$ cat src/rtl/bmhq_pkg.sv
// shared types, constants and compare function for the heap queue
package bmhq_pkg;

   localparam int NODE_BITS  = 8;
   localparam int SCORE_BITS = 10;
   localparam int DIST_BITS  = 5;
   localparam int CAPACITY   = 256;
   localparam int COUNT_BITS = $clog2(CAPACITY + 1);
   localparam int ADDR_BITS  = $clog2(CAPACITY);
   localparam int ENTRY_BITS = NODE_BITS + SCORE_BITS + DIST_BITS;

   localparam logic REQ_PUSH = 1'b0;
   localparam logic REQ_POP  = 1'b1;

   typedef enum logic [1:0] {
      ERR_OK    = 2'd0,
      ERR_EMPTY = 2'd1,
      ERR_FULL  = 2'd2
   } err_code_type;

   typedef struct packed {
      logic [NODE_BITS-1:0]  node;
      logic [SCORE_BITS-1:0] score;
      logic [DIST_BITS-1:0]  distance;
   } entry_type;

   typedef struct packed {
      logic                  req_type;
      logic [NODE_BITS-1:0]  new_node;
      logic [SCORE_BITS-1:0] new_score;
      logic [DIST_BITS-1:0]  new_dist;
   } req_payload_type;

   typedef struct packed {
      logic [NODE_BITS-1:0]  pop_node;
      logic [SCORE_BITS-1:0] pop_score;
      logic [DIST_BITS-1:0]  pop_dist;
      logic                  pop_valid;
      err_code_type          error_code;
      logic [COUNT_BITS-1:0] entry_count;
      logic [NODE_BITS-1:0]  top_node;
      logic [SCORE_BITS-1:0] top_score;
      logic [DIST_BITS-1:0]  top_dist;
      logic                  is_empty;
   } rsp_payload_type;

   // controller to datapath
   typedef struct packed {
      logic load_req;
      logic flag_empty;
      logic flag_full;
      logic start_push;
      logic start_pop;
      logic take_last;
      logic up_read;
      logic up_step;
      logic dn_read_l;
      logic dn_capture_l;
      logic dn_step;
      logic place;
      logic finish;
   } cmd_type;

   // datapath to controller
   typedef struct packed {
      logic count_zero;
      logic count_full;
      logic k_is_root;
      logic no_child;
      logic parent_after;
      logic child_wins;
      logic rsp_busy;
   } status_type;

   // true when a is served after b
   function automatic logic entry_after(entry_type a, entry_type b);
      entry_after = (a.score > b.score) ||
                    ((a.score == b.score) && (a.distance > b.distance));
   endfunction

endpackage

$ cat src/rtl/bmhq_ctrl.sv
// sequencer for push sift-up and pop sift-down
module bmhq_ctrl (
   input  logic                 clock,
   input  logic                 reset,
   input  logic                 req_valid,
   input  logic                 req_is_pop,
   output logic                 req_ready,
   input  bmhq_pkg::status_type status,
   output bmhq_pkg::cmd_type    cmd
);

   typedef enum logic [8:0] {
      S_IDLE     = 9'b000000001,
      S_UP_RD    = 9'b000000010,
      S_UP_CMP   = 9'b000000100,
      S_POP_LAST = 9'b000001000,
      S_DN_RDL   = 9'b000010000,
      S_DN_RDR   = 9'b000100000,
      S_DN_CMP   = 9'b001000000,
      S_FINISH   = 9'b010000000,
      S_SPARE    = 9'b100000000
   } state_type;

   state_type state_ff, state_in;

   always_comb begin
      state_in = state_ff;
      cmd      = '0;
      case (state_ff)
         S_IDLE: begin
            if (req_valid) begin
               cmd.load_req = 1'b1;
               if (req_is_pop == bmhq_pkg::REQ_POP) begin
                  if (status.count_zero) begin
                     cmd.flag_empty = 1'b1;
                     state_in       = S_FINISH;
                  end else begin
                     cmd.start_pop = 1'b1;
                     state_in      = S_POP_LAST;
                  end
               end else begin
                  if (status.count_full) begin
                     cmd.flag_full = 1'b1;
                     state_in      = S_FINISH;
                  end else begin
                     cmd.start_push = 1'b1;
                     state_in       = S_UP_RD;
                  end
               end
            end
         end
         S_UP_RD: begin
            if (status.k_is_root) begin
               cmd.place = 1'b1;
               state_in  = S_FINISH;
            end else begin
               cmd.up_read = 1'b1;
               state_in    = S_UP_CMP;
            end
         end
         S_UP_CMP: begin
            if (status.parent_after) begin
               cmd.up_step = 1'b1;
               state_in    = S_UP_RD;
            end else begin
               cmd.place = 1'b1;
               state_in  = S_FINISH;
            end
         end
         S_POP_LAST: begin
            cmd.take_last = 1'b1;
            state_in      = S_DN_RDL;
         end
         S_DN_RDL: begin
            if (status.no_child) begin
               cmd.place = 1'b1;
               state_in  = S_FINISH;
            end else begin
               cmd.dn_read_l = 1'b1;
               state_in      = S_DN_RDR;
            end
         end
         S_DN_RDR: begin
            cmd.dn_capture_l = 1'b1;
            state_in         = S_DN_CMP;
         end
         S_DN_CMP: begin
            if (status.child_wins) begin
               cmd.dn_step = 1'b1;
               state_in    = S_DN_RDL;
            end else begin
               cmd.place = 1'b1;
               state_in  = S_FINISH;
            end
         end
         S_FINISH: begin
            if (!status.rsp_busy) begin
               cmd.finish = 1'b1;
               state_in   = S_IDLE;
            end
         end
         default: begin
            state_in = S_IDLE;
         end
      endcase
   end

   always_ff @(posedge clock) begin
      if (reset) begin
         state_ff <= S_IDLE;
      end else begin
         state_ff <= state_in;
      end
   end

   assign req_ready = (state_ff == S_IDLE);

endmodule

$ cat config.mk
export PLATFORM = sky130hd
export DESIGN_NAME = bmhq_ctrl
export DESIGN_NICKNAME = d
export VERILOG_FILES = /design/src/rtl/bmhq_pkg.sv /design/src/rtl/bmhq_ctrl.sv
export SDC_FILE = /design/constraint.sdc
export NUM_CORES = 1
export LEC_CHECK = 0
export ABC_AREA = 1
export BUFFER_PORTS_ARGS = -buffer_cell sky130_fd_sc_hd__buf_2
export CAP_MARGIN = 20
export CORE_MARGIN = 2
export CORE_UTILIZATION = 28
export DETAILED_ROUTE_END_ITERATION = 8
export PLACE_DENSITY = 0.58
export SLEW_MARGIN = 20
export SYNTH_ARGS = -nofsm -noshare
export SYNTH_HDL_FRONTEND = slang
export SYNTH_SLANG_ARGS = --single-unit
$ cat constraint.sdc
create_clock -name clock -period 1.2 [get_ports clock]
set_input_delay 0.24 -clock clock [delete_from_list [all_inputs] [get_ports clock]]
set_output_delay 0.24 -clock clock [all_outputs]
set_load 0.02 [all_outputs]
==> summary.md <==
| Metric | Value |
|---|---|
| Largest family of logic cells by synthesized area | `simple AND/OR/NAND/NOR gates` |
| Psw | `a little over 400 uW` |
| Startpoint types | `register` |
| Routed WL | `1990 um` |
| Worst-Margin Slew | `195 ps` |
| Min-delay src | `status[4]` |
| Core footprint | `2170 sq um` |
| Starting Density | `0.290` |
| Clock Skews | `2.63 ps` |
| Syn. warnings | `0` |
| Drt first pass iters | `4` |
| CP Cell Sequence | `inv_2 -> nand2_4 -> nor2_8 -> nand2_4 -> clkinv_4 -> nand2_8 -> buf_4 -> nor2_4 -> buf_6` |
| CP max stage delay | `roughly 310 ps` |
| WP data arrival | `roughly 1400 ps` |
| Fin area | `1300 sq um` |
| Post-DP HPWL | `1380 um` |
| Die width | `just over 50 um` |
| Slowest cell on crit path | `dfxtp_1` |
| Pwr/cell area | `835 nW/um^2` |
| CTS tree | `built` |
| Largest register FFs | `8` |
| Placed Area | `988 sq um` |
| Die ar. | `2640 sq um` |
| Total power draw | `1.08 mW` |
| Critical Path Most Common Cell | `nand2_4` |
| Endpoints failing setup | `19` |
| Largest net degree at the start of global routing | `8` |
| Simple-gate share of the synthesized area | `0.590` |
| DRC | `0` |
| Antenna viol nets, final | `0` |
| CP top delay family | `simple AND/OR/NAND/NOR gates` |
| R2R Path Start | `state_ff[5]` |
| FF+latch count, synth | `8` |
| Leading cell type in the layout, fill and taps excluded | `buf_4` |
| DR iter-0 viols | `6` |
| Chip height | `between 50 and 60 um` |
| Buf/Inv on CP | `4` |
| Vias | `834` |
| Failing checks | `negative setup slack` |
| Worst setup EP type | `output port` |
| RSZ-0062 raised after global routing | `true` |
| Hold Crit Class | `in -> reg` |
| Vias/cell | `between 4 and 5` |
| Vias in the first global route | `between 800 and 900` |
| Post-synthesis xor/xnor area fraction | `0` |
| CP Data Required Time | `960 ps` |
| Clock power frac | `0.197` |
| Final Slew Violations | `0` |
| Final Util | `0.598` |
| Post-synthesis adder-cell area fraction | `0` |
| Synth unique cells | `23` |
| Clk sinks | `8` |
| GPL Wtd Cong | `0.777` |
| Synthesized area | `628 sq um` |
| H-tree Lvls | `1` |
| Hold Vio Cnt, Final | `0` |
| Min Tclk post-route | `1610 ps` |
| Critical path type | `reg -> out` |
| Run status | `complete, but fails checks` |
| Slew margin rel. | `0.869` |
| Wire length per cell | `about 11 um` |
| Worst-path maximum fanout | `6` |
| Max-cap viol count | `0` |
| Comb pwr share | `0.536` |
| Final Net Count | `172` |
| Initial antenna violation count | `0` |
| Power Internal | `679 uW` |
| Peak supply drop | `0.000555 V` |
| Static Leakage | `0.648 nW` |
| R2R Setup Slk | `-300 ps` |
| Clock Path Buffers | `2` |
| Antenna Cells | `0` |
| Top reg by flops | `state_ff` |
| Clock transition at path regs | `60 ps` |
| Post-synthesis instance total | `96` |
| IO Count | `25` |
| IO Port Bufs | `24` |
| First-pass GRT wire length | `3280 um` |
| Critical Path Start | `state_ff[5]` |
| Largest regs | `state_ff: 8 flops` |
| Final WS setup | `-410 ps` |
| Latest clock arrival within the worst-skew pair | `260 ps` |
| Synthesis-to-finish area growth | `107%` |
| Compound-cell area share of the yosys netlist | `0.0359` |
| Multiplexer area fraction after synthesis | `0` |
| Post-CTS Hold Fix Bufs | `0` |
| Sequential share of power | `0.268` |
| Grt total ovfl | `0` |
| Switching Fraction | `0.373` |
| GRT Overall Usage | `0.166` |
| Row count | `17` |
| Place WS | `-191 ps` |
| Total CTS buffers | `3` |
| Achievable Freq | `621 MHz` |
| Post-Syn Nets | `roughly 110` |
| Final period util | `1.34` |
| Sequential area share after synthesis | `0.255` |
| Syn_area_per_cell | `6.54 sq um` |
| Fraction of layout instances using a drive strength above 1 | `0.679` |
| Clock Tree Root | `clkbuf_4` |
| Commonest non-fill, non-tap cells in the layout | `37 x buf_4, 13 x nand2_1, 13 x buf_6` |
## path summary, 6_finish.rpt
| kind | endpoint | cells past startpoint |
|---|---|---|
| worst max register to register | state_ff[0] | 10 |
| worst min register to register | state_ff[7] | 4 |
| worst min-delay path | state_ff[2] | 2 |
| worst max-delay path | cmd[9] | 9 |
## metrics by stage
step | hold slack, ps | TNS, ps | cells
6_report | 163 | -5950 | 187
3_3_place_gp | 454 | -1280 | 169
3_5_place_dp | 442 | -1550 | 169
4_1_cts | 160 | -5610 | 180
5_1_grt | 151 | -7640 | 187
2_1_floorplan | 309 | -413 | 96
## per-layer routing
layer  track usage  up-vias  wire length [um]
met5             0        -                 0
met4        0.0877        0                26
met2         0.280       29              1050
li1              -      431                 -
met3        0.0175        4               117
met1         0.206      370               802
## power by group through the flow
stage | Clock [mW] | Sequential [mW] | Combinational (mW)
floorplan | 0 | 0.292 | 0.271
global placement | 0 | 0.293 | 0.423
detailed placement | 0 | 0.294 | 0.427
CTS | 0.222 | 0.289 | 0.523
global route | 0.239 | 0.291 | 0.622
finish | 0.213 | 0.290 | 0.580
## final cells by class
type	instances	area, sq um
Clock buffer	3	22.5
Multi-Input combinational cell	68	517
Tap cell	28	35.0
Timing Repair Buffer	60	474
Fill cell	203	872
Inverter	20	81.3
Sequential cell	8	168
## cells in the mapped netlist
cell type / n / area (sq um)
nand2_1: 17 / 63.8
nand2_2: 3 / 18.8
nand3b_1: 1 / 7.51
nand3_2: 1 / 10.0
nor2_2: 3 / 18.8
a21oi_1: 1 / 5.00
nor3_2: 2 / 20.0
inv_1: 11 / 41.3
nor3b_2: 1 / 12.5
nor2_4: 1 / 11.3
nor2_8: 1 / 20.0
o21ai_1: 1 / 5.00
nor4_2: 1 / 12.5
nor2_1: 15 / 56.3
nand3_1: 8 / 40.0
clkinv_1: 1 / 3.75
o21ai_0: 1 / 5.00
dfxtp_1: 8 / 160
nand2_4: 4 / 45.0
o21bai_1: 1 / 7.51
nor3_1: 3 / 15.0
inv_2: 8 / 30.0
nand4_1: 3 / 18.8
## repair_timing
item	in CTS	in global routing
buffers inserted	10	7
pin swaps	16	5
resized for setup	49	7
endpoints found under the setup margin	18	21
## cells by family after synthesis
| logic type | Yosys count |
|---|---|
| simple gates | 64 |
| buf+inv | 20 |
| flops | 8 |
| compound gates | 4 |
Note: power is estimated with default switching activity, not from simulation.
